### src/rtl/core/box_crop_centroid_range_macros.svh
// ----------------------------------------------------------------------------
// Assertion macros for the box crop centroid range block
// Short forms of the concurrent assertions used across the core, all clocked
// on clk_i and switched off while rst_ni is low.
// ----------------------------------------------------------------------------
`ifndef BOX_CROP_CENTROID_RANGE_MACROS_SVH
`define BOX_CROP_CENTROID_RANGE_MACROS_SVH

// The consequent must hold in the same cycle as the antecedent.
`define BCCR_ASSERT_IMP(lbl, ante, cons, msg) \
  lbl: assert property (@(posedge clk_i) disable iff (!rst_ni) (ante) |-> (cons)) \
    else $error(msg);

// The condition must hold at every clock edge out of reset.
`define BCCR_ASSERT_ALW(lbl, cond, msg) \
  lbl: assert property (@(posedge clk_i) disable iff (!rst_ni) (cond)) \
    else $error(msg);

`endif

### src/rtl/core/bccr_pkg.sv
// ----------------------------------------------------------------------------
// Box crop centroid range package
// Widths, reset values, register indexes and the payload types shared by the
// front end, the back end and the top level.
// ----------------------------------------------------------------------------
package bccr_pkg;

  localparam int unsigned CoordW    = 32;
  localparam int unsigned CountW    = 18;
  localparam int unsigned SumW      = 49;
  localparam int unsigned DistW     = 31;
  localparam int unsigned SqW       = 64;
  localparam int unsigned RootW     = 32;
  localparam int unsigned CfgIdxW   = 2;
  localparam int unsigned MaxPoints = 131072;

  // -1.5 m and +1.5 m in Q15.16.
  localparam logic signed [CoordW-1:0] BoundLowRst  = 32'shFFFE8000;
  localparam logic signed [CoordW-1:0] BoundHighRst = 32'sh00018000;

  typedef enum logic [CfgIdxW-1:0] {
    CfgYLow  = 2'd0,
    CfgYHigh = 2'd1,
    CfgZLow  = 2'd2,
    CfgZHigh = 2'd3
  } cfg_reg_e;

  typedef struct packed {
    logic signed [CoordW-1:0] point_x;
    logic signed [CoordW-1:0] point_y;
    logic signed [CoordW-1:0] point_z;
    logic                     last_point;
  } point_t;

  typedef struct packed {
    logic signed [CoordW-1:0] centroid_x;
    logic signed [CoordW-1:0] centroid_y;
    logic signed [CoordW-1:0] centroid_z;
    logic [DistW-1:0]         centroid_distance;
    logic [CountW-1:0]        kept_points;
    logic                     no_points_kept;
  } result_t;

  // Totals of one finished scan, handed from the front end to the back end.
  typedef struct packed {
    logic signed [SumW-1:0] x_sum;
    logic signed [SumW-1:0] y_sum;
    logic signed [SumW-1:0] z_sum;
    logic [CountW-1:0]      count;
  } scan_t;

endpackage

### src/rtl/core/bccr_front.sv
// ----------------------------------------------------------------------------
// Box crop front end
// Holds the crop bounds, tests each point against them and keeps the running
// sums and count of the current scan. The totals of a scan are pushed into the
// scan queue with its last point.
// ----------------------------------------------------------------------------
`include "box_crop_centroid_range_macros.svh"

module bccr_front
  import bccr_pkg::*;
(
  input  logic               clk_i,
  input  logic               rst_ni,
  input  logic               cfg_we_i,
  input  logic [CfgIdxW-1:0] cfg_idx_i,
  input  logic [CoordW-1:0]  cfg_data_i,
  input  logic               in_valid_i,
  output logic               in_ready_o,
  input  point_t             in_data_i,
  output logic               push_o,
  output scan_t              push_data_o,
  input  logic               full_i
);

  logic signed [CoordW-1:0] y_lo_q, y_hi_q, z_lo_q, z_hi_q;
  logic signed [SumW-1:0]   x_sum_q, y_sum_q, z_sum_q;
  logic signed [SumW-1:0]   x_sum_d, y_sum_d, z_sum_d;
  logic [CountW-1:0]        kept_q, kept_d;
  logic                     accept;
  logic                     in_box;
  logic                     keep;

  always_ff @(posedge clk_i or negedge rst_ni) begin
    if (!rst_ni) begin
      y_lo_q <= BoundLowRst;
      y_hi_q <= BoundHighRst;
      z_lo_q <= BoundLowRst;
      z_hi_q <= BoundHighRst;
    end else if (cfg_we_i) begin
      case (cfg_reg_e'(cfg_idx_i))
        CfgYLow:  y_lo_q <= cfg_data_i;
        CfgYHigh: y_hi_q <= cfg_data_i;
        CfgZLow:  z_lo_q <= cfg_data_i;
        CfgZHigh: z_hi_q <= cfg_data_i;
        default: ;
      endcase
    end
  end

  // The queue takes a scan whenever it has room, so a full queue is the only stall.
  assign in_ready_o = !full_i;
  assign accept     = in_valid_i && !full_i;

  assign in_box = (in_data_i.point_y >= y_lo_q) && (in_data_i.point_y <= y_hi_q) &&
                  (in_data_i.point_z >= z_lo_q) && (in_data_i.point_z <= z_hi_q);
  assign keep   = in_box && (kept_q < CountW'(MaxPoints));

  always_comb begin
    x_sum_d = x_sum_q;
    y_sum_d = y_sum_q;
    z_sum_d = z_sum_q;
    kept_d  = kept_q;
    if (keep) begin
      x_sum_d = x_sum_q + {{(SumW-CoordW){in_data_i.point_x[CoordW-1]}}, in_data_i.point_x};
      y_sum_d = y_sum_q + {{(SumW-CoordW){in_data_i.point_y[CoordW-1]}}, in_data_i.point_y};
      z_sum_d = z_sum_q + {{(SumW-CoordW){in_data_i.point_z[CoordW-1]}}, in_data_i.point_z};
      kept_d  = kept_q + 1'b1;
    end
  end

  assign push_o            = accept && in_data_i.last_point;
  assign push_data_o.x_sum = x_sum_d;
  assign push_data_o.y_sum = y_sum_d;
  assign push_data_o.z_sum = z_sum_d;
  assign push_data_o.count = kept_d;

  always_ff @(posedge clk_i or negedge rst_ni) begin
    if (!rst_ni) begin
      x_sum_q <= '0;
      y_sum_q <= '0;
      z_sum_q <= '0;
      kept_q  <= '0;
    end else if (accept) begin
      if (in_data_i.last_point) begin
        x_sum_q <= '0;
        y_sum_q <= '0;
        z_sum_q <= '0;
        kept_q  <= '0;
      end else begin
        x_sum_q <= x_sum_d;
        y_sum_q <= y_sum_d;
        z_sum_q <= z_sum_d;
        kept_q  <= kept_d;
      end
    end
  end

  `BCCR_ASSERT_ALW(a_count_bound, kept_q <= CountW'(MaxPoints), "kept count above its limit")

endmodule

### config.mk
export PLATFORM = sky130hd
export DESIGN_NAME = bccr_front
export DESIGN_NICKNAME = d
export VERILOG_FILES = /design/src/rtl/core/bccr_pkg.sv /design/src/rtl/core/bccr_front.sv
export VERILOG_INCLUDE_DIRS = /design/src /design/src/rtl/core
export SDC_FILE = /design/constraint.sdc
export NUM_CORES = 1
export LEC_CHECK = 0
export BUFFER_PORTS_ARGS = -buffer_cell sky130_fd_sc_hd__buf_2
export CAP_MARGIN = 25
export CELL_PAD_IN_SITES_DETAIL_PLACEMENT = 1
export CELL_PAD_IN_SITES_GLOBAL_PLACEMENT = 2
export CORE_MARGIN = 2
export CORE_UTILIZATION = 37
export CTS_BUF_LIST = sky130_fd_sc_hd__clkbuf_4 sky130_fd_sc_hd__clkbuf_8 sky130_fd_sc_hd__clkbuf_16
export DETAILED_ROUTE_END_ITERATION = 6
export GPL_TIMING_DRIVEN = 0
export PLACE_DENSITY = 0.85
export REMOVE_ABC_BUFFERS = 1
export SYNTH_ARGS = -nofsm -noshare
export SYNTH_HDL_FRONTEND = slang
export SYNTH_SLANG_ARGS = --single-unit
### constraint.sdc
create_clock -name clk_i -period 4.1 [get_ports clk_i]
set_input_delay 0.41 -clock clk_i [delete_from_list [all_inputs] [get_ports clk_i]]
set_output_delay 0.41 -clock clk_i [all_outputs]
set_load 0.02 [all_outputs]
==> results.toml <==
[run_status]
run_status = "complete, but fails checks"
violations = "negative setup slack"

[setup_path]
critPathSlowestCell = "dfrtp_1"
worstSetupPathType = "reg -> out"
cp.arrival_ps = 4100
crit_path_cell_trace = "inv_2, ha_4, nor2b_4, o21a_1, o21a_1, o21a_1, o311ai_4, a21oi_2, a211oi_4, buf_6, buf_8, buf_16, nand3_4, nor3b_4, xor2_1, buf_4"
r2r_start = "y_lo_q[20]"
r2r-end = "kept_q[0]"
rrSetupSlack_ps = 180
worst-path-buf-inv = 5
cpMostUsedCell = "o21a_1"
worst_r2r_path_depth = 18
critPathLaunchType = "flip-flop"
crit_path_end_kind = "output port"
cpPeakStageDelay_ps = 400
crit_required_ps = 3690
path_max_fanout = 8
cp_top_family = "compound AO/OA/AOI/OAI gates"

[sta]
max_freq_ghz = 0.222
worst_hold_slack_ps = 73.9
final_hold_viol_count = 0
rsz0062_at_grt = "true"
worst_pin_slew_ps = 951
slew_violations = 0
timing.final.crit_share_pct = 110
final.setup.worst_slack_ps = -407
setup_violations = 165
slew_headroom_pct = 36.4
fin_crit_ps = 4510
finClkSkew_ps = 11.6

[power]
p_leak_nw = 16.8
fin_total_pwr_mw = 15.7
power.density_nw_per_um2 = 462
ir_drop_v = 0.000338

[layout]
syn2layout_area_growth_pct = 43.4
finish.instance_area_um2 = 34100
final_util_pct = 53.8
drive_gt1_share_pct = 38.3
finalNetCount = 3479

[synth]
synth-compound-area-share_pct = 23.9
synth-adder-area-share_pct = 14.6
ys_top_cells_by_count = "273 x ha_1, 257 x dfrtp_1, 212 x nand2_1"
synth_top_family_by_area = "compound AO/OA/AOI/OAI gates"
synth_area_um2 = 23800
synthMuxAreaShare_pct = 8.89
synth_top_area_share_pct = 27.1
async_flop_share_pct = 100
synth_cell_types = 84
syn_avg_cell_area_um2 = 9.24
ys_seq_area_share_pct = 31.0
synth_area_leader_cell = "dfrtp_1"
ys_top_cells_by_area = "dfrtp_1 27%, ha_1 14%, mux2_2 7.8%"
yosys_warnings = 0
synth-seq-cells = 293
synthCells = 2573
synth_edf_count = 0
synth_xor_area_share_pct = 5.53
yosys.area_share.simple_pct = 11.4
synth_most_common_cell = "ha_1"
ys.flop_type = "dfrtp_1"

[placed_design]
dp_slack_ps = -1540
portBuffers = 302
hpwl_mm = 59.1
gp_congestion = 0.858
placed_cell_area_um2 = 26300

[detailed_routing]
via_per_inst = 5.79
routedWlPerCell_um = 24.6
dr.pass1.iters = 5
wl_mm = 96.9
ant_nets = 0
dr.first_iter.drc_count = 1026
drcViolationCount = 0
vias = 22900

[die]
core-area_um2 = 63300
die-area_um2 = 66300
die_y_um = 257
fp.dieW_um = 257
initial_utilization_pct = 37.5
ioPinCount = 303
num_rows = 92

[global_routing]
first_global_vias = 24500
track_usage_pct = 27.4
grt_max_degree = 94
antenna_found_initial = 11
grt_pass1_wl_mm = 144
globalRouteOverflowTotal = 0

[clock_tree]
cts_made_buffers = 41
clkTransAtPathRegs_ps = 60
insertion_delay_ps = 580
cts-htree-levels = 2
cts.path.max_buffers = 3
cts_sinks = 293
cts_tree = "built"
clockRootBuffer = "clkbuf_16"

[min_path]
hold_path_class = "in -> reg"
hold_path_depth = 3
min_from = "cfg_data_i[30]"
worst_hold_path.endpoint = "y_lo_q[30]"

[job]
drv_cap = 0
-- kinds of logic after synthesis --
group | Yosys count
AOI/OAI and AO/OA | 833
xor gates and xnor gates | 150
adders and majority gates | 276
buffers and inverters | 278
DFF | 293
muxes | 183
and+or+nand+nor | 560
-- where the power goes --
part	switching [mW]	internal, mW	total [mW]
clock	1.51	2.27	3.77
combinational	4.39	3.85	8.24
sequential	0.351	3.38	3.73
total	6.25	9.49	15.7
-- layout by cell type, fill, tap and decap left out, types with 30 or more instances in the layout --
cell	Yosys	routed
a21o_1	122	121
a21oi_1	161	143
a22o_1	147	147
buf_12	0	30
buf_2	19	141
buf_4	1	153
buf_6	4	187
clkbuf_16	0	41
dfrtp_1	257	256
dfstp_2	36	36
ha_1	273	241
inv_1	170	163
mux2_2	164	101
mux2_4	15	78
nand2_1	212	150
nand2_4	0	49
nand3_1	51	42
nand4_1	46	46
nor2_1	101	89
o21ai_0	194	117
o21ai_4	0	46
xnor2_1	98	81
xor2_1	52	48
-- final cells by class --
cell class,instances,area [µm²]
Antenna cell,1,2.50
Clock buffer,58,1180
Clock inverter,18,216
Fill cell,6859,29200
Inverter,170,638
Multi-Input combinational cell,2018,18300
Sequential cell,293,7380
Tap cell,846,1060
Timing Repair Buffer,543,5270
-- stage by stage --
stage | instances | setup TNS (ps)
floorplan | 2465 | -474390
global placement | 3613 | -2615920
detailed placement | 3631 | -255970
CTS | 3864 | -36830
global route | 3946 | -66740
finish | 3947 | -42770
-- repair_timing --
action                                  4_1_cts  5_1_grt
pin swaps                                   126      127
gates resized for setup                     670      361
buffers inserted                            132       94
hold buffers                                  1        0
hold endpoints to repair                     34        0
cloned                                       25        4
endpoints found under the setup margin      326      223
-- worst reg2reg max path, stage by stage (launching register included) --
cell	delay (ps)
dfstp_2	520
inv_1	50
ha_1	300
o21ai_0	210
a21oi_1	110
a221oi_2	280
o41ai_2	140
a21oi_2	220
mux2i_4	310
a211oi_4	50
buf_6	140
buf_12	120
nand2_8	100
buf_12	140
buf_4	140
buf_16	200
a21o_4	530
nand2_1	140
o21ai_0	110
-- flip-flops by register name, indices dropped and copies added (netlist names) --
name     count
y_lo_q      32
y_hi_q      32
y_sum_q     49
z_hi_q      32
z_sum_q     49
kept_q      18
x_sum_q     49
z_lo_q      32
-- worst max path at each step --
stage                 start                to  slack [ps]  cells past startpoint
2_1_floorplan        full_i       y_sum_q[45]       -2000                      6
3_3_place_gp         full_i       y_sum_q[45]       -9540                      7
3_5_place_dp   in_data_i[6]   push_data_o[15]       -1540                     15
4_1_cts          y_sum_q[0]  push_data_o[113]        -430                     15
5_1_grt          y_lo_q[20]    push_data_o[9]        -560                     19
6_report          z_hi_q[1]   push_data_o[12]        -410                     16
-- layer usage --
metal | GRT usage, % | share of wire [%]
met3 | 5.03 | 4.5
met1 | 33.2 | 41
met4 | 10.0 | 4.3
met5 | 0 | 0.083
met2 | 48.3 | 50
Power figures use the tool's default switching activity.
