==> config.mk <==
export PLATFORM = sky130hd
export DESIGN_NAME = bccr_fifo
export DESIGN_NICKNAME = d
export VERILOG_FILES = /design/src/rtl/core/bccr_fifo.sv
export VERILOG_INCLUDE_DIRS = /design/src /design/src/rtl/core
export SDC_FILE = /design/constraint.sdc
export NUM_CORES = 1
export LEC_CHECK = 0
export BUFFER_PORTS_ARGS = -buffer_cell sky130_fd_sc_hd__buf_2
export CAP_MARGIN = 20
export CORE_MARGIN = 2
export CORE_UTILIZATION = 45
export DETAILED_ROUTE_END_ITERATION = 10
export MAX_ROUTING_LAYER = met4
export PLACE_DENSITY = 0.71
export SLEW_MARGIN = 5
export SYNTH_ARGS = -nofsm -noshare
export SYNTH_HDL_FRONTEND = slang
export SYNTH_SLANG_ARGS = --single-unit
==> constraint.sdc <==
create_clock -name clk_i -period 2.7 [get_ports clk_i]
set_clock_uncertainty 0.05 [all_clocks]
set_input_delay 0.54 -clock clk_i [delete_from_list [all_inputs] [get_ports clk_i]]
set_output_delay 0.54 -clock clk_i [all_outputs]
set_load 0.02 [all_outputs]
==> src/rtl/core/box_crop_centroid_range_macros.svh <==
// ----------------------------------------------------------------------------
// Assertion macros for the box crop centroid range block
// Short forms of the concurrent assertions used across the core, all clocked
// on clk_i and switched off while rst_ni is low.
// ----------------------------------------------------------------------------
`ifndef BOX_CROP_CENTROID_RANGE_MACROS_SVH
`define BOX_CROP_CENTROID_RANGE_MACROS_SVH

// The consequent must hold in the same cycle as the antecedent.
`define BCCR_ASSERT_IMP(lbl, ante, cons, msg) \
  lbl: assert property (@(posedge clk_i) disable iff (!rst_ni) (ante) |-> (cons)) \
    else $error(msg);

// The condition must hold at every clock edge out of reset.
`define BCCR_ASSERT_ALW(lbl, cond, msg) \
  lbl: assert property (@(posedge clk_i) disable iff (!rst_ni) (cond)) \
    else $error(msg);

`endif

==> src/rtl/core/bccr_fifo.sv <==
// ----------------------------------------------------------------------------
// Scan queue
// A small register queue that holds finished scan totals until the back end
// is free to work on them.
// ----------------------------------------------------------------------------
`include "box_crop_centroid_range_macros.svh"

module bccr_fifo #(
  parameter int unsigned Depth = 2,
  parameter int unsigned Width = 8
) (
  input  logic             clk_i,
  input  logic             rst_ni,
  input  logic             push_i,
  input  logic [Width-1:0] push_data_i,
  output logic             full_o,
  input  logic             pop_i,
  output logic [Width-1:0] pop_data_o,
  output logic             empty_o
);

  localparam int unsigned PtrW = (Depth > 1) ? $clog2(Depth) : 1;
  localparam int unsigned CntW = $clog2(Depth + 1);

  logic [Width-1:0] mem_q [Depth];
  logic [PtrW-1:0]  wr_ptr_q, wr_ptr_d;
  logic [PtrW-1:0]  rd_ptr_q, rd_ptr_d;
  logic [CntW-1:0]  cnt_q, cnt_d;

  assign full_o     = (cnt_q == CntW'(Depth));
  assign empty_o    = (cnt_q == '0);
  assign pop_data_o = mem_q[rd_ptr_q];

  always_comb begin
    wr_ptr_d = wr_ptr_q;
    rd_ptr_d = rd_ptr_q;
    cnt_d    = cnt_q;
    if (push_i) begin
      wr_ptr_d = (wr_ptr_q == PtrW'(Depth - 1)) ? '0 : wr_ptr_q + 1'b1;
    end
    if (pop_i) begin
      rd_ptr_d = (rd_ptr_q == PtrW'(Depth - 1)) ? '0 : rd_ptr_q + 1'b1;
    end
    if (push_i && !pop_i) begin
      cnt_d = cnt_q + 1'b1;
    end else if (pop_i && !push_i) begin
      cnt_d = cnt_q - 1'b1;
    end
  end

  always_ff @(posedge clk_i or negedge rst_ni) begin
    if (!rst_ni) begin
      wr_ptr_q <= '0;
      rd_ptr_q <= '0;
      cnt_q    <= '0;
    end else begin
      wr_ptr_q <= wr_ptr_d;
      rd_ptr_q <= rd_ptr_d;
      cnt_q    <= cnt_d;
    end
  end

  always_ff @(posedge clk_i) begin
    if (push_i) begin
      mem_q[wr_ptr_q] <= push_data_i;
    end
  end

  `BCCR_ASSERT_IMP(a_no_overflow, push_i, !full_o, "scan queue written while full")
  `BCCR_ASSERT_IMP(a_no_underflow, pop_i, !empty_o, "scan queue read while empty")

endmodule

==> results of run 1 <==
[worst paths after layout]
kind / from / end / slack, ns / cells past startpoint
setup / recovery: rd_ptr_q / pop_data_o[1] / 0.70 / 2
hold / removal: push_data_i[1] / mem_q[1][1] / 0.38 / 1
setup reg to reg: wr_ptr_q / mem_q[0][7] / 1.33 / 1
hold reg to reg: wr_ptr_q / wr_ptr_q / 0.46 / 1
max in group asynchronous: rst_ni / rd_ptr_q / 1.96 / 2
min in group asynchronous: rst_ni / wr_ptr_q / 0.53 / 2
[power by group through the flow]
| stage | logic [uW] | registers [uW] | clock network [uW] |
|---|---|---|---|
| 2_1_floorplan | 254 | 453 | 0 |
| 3_3_place_gp | 300 | 480 | 0 |
| 3_5_place_dp | 302 | 483 | 0 |
| 4_1_cts | 305 | 478 | 142 |
| 5_1_grt | 325 | 487 | 156 |
| 6_report | 300 | 476 | 139 |
[routing by layer]
layer,up-vias,track usage
met3,4,0.03571
met4,0,0.08824
met5,-,-
li1,198,-
met2,13,0.1831
met1,181,0.1317
[final cells by class]
class / instances / share of cell area
timing repair buffer: 22 / 0.1250
multi-input combinational: 19 / 0.1902
clock buffer: 3 / 0.02446
clock inverter: 1 / 0.004076
sequential: 20 / 0.6304
inverter: 1 / 0.004076
tap: 16 / 0.02174
[metrics by stage]
stage,cells,total power [uW],hold WS [ns],worst slack [ns],util
6_report,82,914.9,0.3765,0.6996,0.5907
5_1_grt,82,967.5,0.3602,0.6443,0.5907
2_1_floorplan,41,706.6,0.1944,1.279,-
3_3_place_gp,77,779.5,0.3021,1.044,0.5674
4_1_cts,82,924.8,0.3679,0.6809,0.5907
3_5_place_dp,77,784.8,0.2985,1.022,0.5674
[cells in the final DEF (no fill, tap or decap)]
| master | instances |
|---|---|
| and2_1 | 1 |
| and2b_2 | 1 |
| buf_2 | 21 |
| clkbuf_4 | 3 |
| clkinv_1 | 1 |
| dfrtp_1 | 4 |
| dlygate4sd3_1 | 1 |
| edfxtp_1 | 16 |
| ha_1 | 1 |
| inv_1 | 1 |
| mux2_2 | 8 |
| nor2_1 | 2 |
| nor2b_1 | 1 |
| xnor2_1 | 1 |
| xor2_1 | 4 |
[registers in the layout, indices dropped and copies added, names as in the netlist]
signal	count
wr_ptr_q	1
rd_ptr_q	1
cnt_q	2
mem_q	16
[worst max-delay path, cell delays in order, from the launching register on]
cell,delay [ns]
dfrtp_1,0.58
mux2_2,0.38
buf_2,0.16
[cells by family after synthesis]
family                   after synthesis  synth area share
flip-flops                            20            0.7533
multiplexers                           8            0.1169
XOR/XNOR                               5           0.05682
AND/OR/NAND/NOR                        5           0.03735
buffers and inverters                  2           0.01947
adder cells (fa/ha/maj)                1           0.01623
[synth_stat cells]
cell type  number  area (um^2)
inv_1           1        3.750
nor2b_1         1        6.260
and2b_2         1        8.760
dfrtp_1         4        100.1
buf_6           1        11.26
mux2_2          8        90.09
edfxtp_1       16        480.5
and2_1          1        6.260
xnor2_1         1        8.760
xor2_1          4        35.03
ha_1            1        12.51
nor2_1          2        7.510
[timing repair]
item                      4_1_cts  5_1_grt
hold endpoints to repair        4        0
hold buffers                    1        0
gates resized for setup         0        0
==> summary.txt, run 1 <==
Run status
  • Status: finished, final reports clean

Global route
  • Vias in the first global route: 388
  • First-pass GRT wire length: about 1600 um
  • Pin count of the biggest net entering global routing: 12
  • Grt total ovfl: 0
  • Gr usage total: 0.1201
  • Initial antenna violation count: 0

Floorplan
  • Rows: 14
  • Initial core utilization: 0.4944
  • I/O pin cnt: 22
  • Die span in y: between 40 and 50 um
  • Core area: 0.001559 mm^2
  • Die area: around 0.0021 mm^2
  • Die X: ~45 um

Timing
  • Setup TNS: 0 ns
  • Post-route minimum period: ~2 ns
  • Final period util: 0.7409
  • Worst slew margin: 0.5514
  • Hold Vio Cnt, Final: 0
  • Maximum clock frequency: between 400 and 500 MHz
  • Fin. max-slew vios: 0
  • Final setup violation count: 0
  • Slew @ Worst Pin: 0.6715 ns
  • RSZ-0062 raised after global routing: no

Power
  • Leakage power figure: about 0.00038 uW
  • P_sw: roughly 310 uW
  • Sw Share: 0.3341
  • Sequential share of power: 0.520
  • Int Power: around 610 uW
  • Comb pwr share: 0.328
  • Clock power share: 0.152
  • PD cells: 993.5 mW/mm^2
  • Peak VDD IR: 0.5193 mV

Routing
  • Routed met2 length: 497 um
  • Met3 WL: around 48 um
  • Initial DRT Pass Iterations: 3
  • Vias: a little under 400
  • # DRC: 0
  • Total wire length: roughly 1000 um
  • Met1 WL: 427 um
  • WL/cell: 12.20 um
  • DRT iter0 DRCs: 7
  • Via density per instance: ~4.8
  • Final ANT Viol Nets: 0
  • Top Metal Used: met4

Setup path
  • Crit Path Max Fanout: 9
  • CP required: between 2 and 2.5 ns
  • Crit path kind: flip-flop to primary output
  • Crit. End Element: primary output
  • Kind of start point of the critical path: flip-flop
  • Arr. time, crit path: 1.41 ns

CTS
  • Num CTS Buffers: 3
  • TritonCTS clock tree: yes
  • Root Driver: clkbuf_4
  • Clock buffer depth: 2
  • Post-CTS setup buffers: 0
  • Clock transition at path regs: ~0.10 ns
  • Clock latency at the later pin of the worst-skew pair: around 0.29 ns
  • CTS HTree Levels: 1
  • Clk sinks: 20

Cells and area
  • Register area: 580.6 um^2
  • Layout Nets: 80
  • Multi-input logic area: 175.2 um^2
  • Fin area: 920.9 um^2
  • FILL cells: 122
  • Share of layout cells above drive strength 1: 0.5000
  • Area Overhead vs Synth: 19.48%
  • Diodes inserted: 0

Logic synthesis
  • Syn_nets: 54
  • Distinct cell type count after synthesis: 12
  • Yosys warnings: 0
  • FF+latch count, synth: 20
  • Mapped Cells: 41
  • Post-synthesis sequential area ratio: 0.7532
  • Mapped cell area: 770.7 um^2
  • Mean Syn Cell Area: 18.80 um^2

Placement
  • Hpwl dp: between 700 and 800 um
  • I/O Buffers: 21
  • Gpl congestion: roughly 0.62
  • Post-DP Area: 884.6 um^2

Min path
  • Worst Hold Class: primary input to flip-flop

Flow run
  • Max Cap Viol: 0
Power figures use the tool's default switching activity.
==> run 2, diff against run 1 <==
clock period = 1.9 ns   (was 2.7 ns; I/O delays follow)
==> summary.txt, run 2 (synthesis results as in run 1) <==
Run status
  • Status: finished, final reports clean

CTS
  • Clock buffer depth: 2 (unchanged)
  • Clk sinks: 20 (unchanged)
  • CTS HTree Levels: 1 (unchanged)
  • Root Driver: clkbuf_4
  • Post-CTS setup buffers: 0 (unchanged)
  • Num CTS Buffers: 3 (unchanged)
  • TritonCTS clock tree: yes
  • Clock latency at the later pin of the worst-skew pair: 0.29 ns (about the same)
  • Clock transition at path regs: 0.10 ns (about the same)

Floorplan
  • Initial core utilization: 0.4944 (unchanged)
  • Die span in y: 45.39 um (unchanged)
  • Core area: 0.001559 mm^2 (unchanged)
  • Die X: 45.39 um (unchanged)
  • I/O pin cnt: 22 (unchanged)
  • Die area: 0.002060 mm^2 (unchanged)
  • Rows: 14 (unchanged)

Flow run
  • Max Cap Viol: 0 (unchanged)

Placement
  • I/O Buffers: 21 (unchanged)
  • Hpwl dp: 753.5 um (+4.6%)
  • Gpl congestion: 0.6282 (+1.1%)
  • Post-DP Area: 892.1 um^2 (+0.85%)

Setup path
  • Crit path kind: flip-flop to primary output
  • CP required: 1.47 ns (-0.64 ns)
  • Reg2Reg Depth: 2 (+1)
  • Crit path launch: rd_ptr_q
  • Arr. time, crit path: 1.30 ns (-0.11 ns)
  • Crit Reg-Reg Startpoint: wr_ptr_q
  • Crit Path Max Fanout: 9 (unchanged)
  • Kind of start point of the critical path: flip-flop
  • Crit. End Element: primary output

Global route
  • Gr usage total: 0.1182 (-0.001946)
  • Vias in the first global route: 379 (-2.3%)
  • First-pass GRT wire length: 1587 um (+1.3%)
  • Initial antenna violation count: 0 (unchanged)
  • Grt total ovfl: 0 (unchanged)
  • Pin count of the biggest net entering global routing: 12 (unchanged)

Routing
  • DRT iter0 DRCs: 2 (-5)
  • Total wire length: 1011 um (+1.1%)
  • Vias: 400 (+1.0%)
  • WL/cell: 12.18 um (-0.12%)
  • Initial DRT Pass Iterations: 3 (unchanged)
  • # DRC: 0 (unchanged)
  • Via density per instance: 4.819 (-0.21%)
  • Final ANT Viol Nets: 0 (unchanged)

Power
  • PD cells: 1410 mW/mm^2 (+42%)
  • Leakage power figure: 0.0003836 uW (+0.99%)
  • Int Power: 880.2 uW (+44%)
  • Comb pwr share: 0.334 (+0.006)
  • Peak VDD IR: 0.7340 mV (+41%)
  • Sw Share: 0.3287 (-0.005397)
  • Sequential share of power: 0.517 (-0.003)
  • P_sw: 430.9 uW (+41%)
  • Clock power share: 0.149 (-0.003)

Min path
  • Worst Hold Class: primary input to flip-flop
  • HP Start: pop_i
  • Hold depth: 2 (+1)

Cells and area
  • Multi-input logic area: 175.2 um^2 (unchanged)
  • Share of layout cells above drive strength 1: 0.5224 (+0.02239)
  • Fin area: 929.6 um^2 (+0.95%)
  • Diodes inserted: 0 (unchanged)
  • Number of flip-flops in the largest register: 16 (unchanged)
  • Regs by FF count: mem_q: 16 flops, cnt_q: 2 flops
  • Most common cell after layout, fill and taps aside: buf_2
  • Most frequent cells in the layout: 21 x buf_2, 16 x edfxtp_1, 8 x mux2_2, 4 x xor2_1
  • Area Overhead vs Synth: 20.62%
  • Register area: 581.8 um^2 (+0.22%)
  • Layout Nets: 81 (+1.3%)
  • FILL cells: 123 (+0.82%)
  • Largest reg by FF count: mem_q

Timing
  • Worst slew margin: 0.7375 (+0.1861)
  • Final period util: 0.9081
  • RSZ-0062 raised after global routing: no
  • Fin. max-slew vios: 0 (unchanged)
  • Slew @ Worst Pin: 0.3937 ns (-0.2778 ns)
  • Hold Vio Cnt, Final: 0 (unchanged)
  • Maximum clock frequency: roughly 580 MHz
  • Post-route minimum period: around 1.7 ns
  • Final setup violation count: 0 (unchanged)
  • Setup TNS: 0 ns (unchanged)
run 2: cell types whose count changed in the layout (fill, tap and decap cells not counted):
cell / change
dfrtp_1: -1
buf_4: +1
dfrtp_2: +1
clkinv_1: -1
clkbuf_1: +1
run 2: worst max-delay path, cell delays in order (launching register included):
cell and delay [ns]:
dfrtp_2 0.49, mux2_2 0.36, buf_2 0.16
run 2: area by class of cell:
type                       count  share of cell area
sequential                    20              0.6258
inverter                       1            0.004038
multi-input combinational     19              0.1884
clock buffer                   4             0.02826
tap                           16             0.02153
timing repair buffer          23              0.1319
run 2: path summary, 6_finish.rpt:
path / to / slack [ns]
max in group asynchronous: rd_ptr_q / 1.31
min reg2reg: cnt_q[1] / 0.45
max: pop_data_o[3] / 0.17
min in group asynchronous: rd_ptr_q / 0.36
min: rd_ptr_q / 0.22
max reg2reg: mem_q[0][5] / 0.63
run 2: power by group through the flow:
stage                     clock, uW  combinational, uW  sequential (uW)
after floorplan                   0                360              644
after global placement            0                434              683
after detailed placement          0                441              687
after CTS                       205                444              678
after global routing            221                469              692
final                           196                438              678
run 2: metal layers:
layer | wire length (um) | global-route usage | vias up
li1 | - | - | 200
met1 | 466 | 0.1364 | 187
met2 | 491 | 0.1803 | 11
met3 | 45 | 0.02381 | 2
met4 | 8 | 0.08824 | 0
met5 | 0 | - | -
run 2: per-stage QoR:
stage	std cells	utilization	worst slack [ns]	total power [uW]	hold WS, ns
final	83	0.5963	0.1747	1311	0.2237
after detailed placement	78	0.5722	0.3883	1128	0.1398
after floorplan	41	-	0.6388	1004	0.03441
after global routing	83	0.5963	0.1120	1383	0.2052
after CTS	83	0.5955	0.04595	1328	0.2095
after global placement	78	0.5722	0.3936	1117	0.1418
run 2: timing repair:
action / CTS / global route
hold endpoints to repair: 4 / 0
resized for setup: 0 / 1
hold buffers: 1 / 0
setup endpoints to repair: 0 / 1
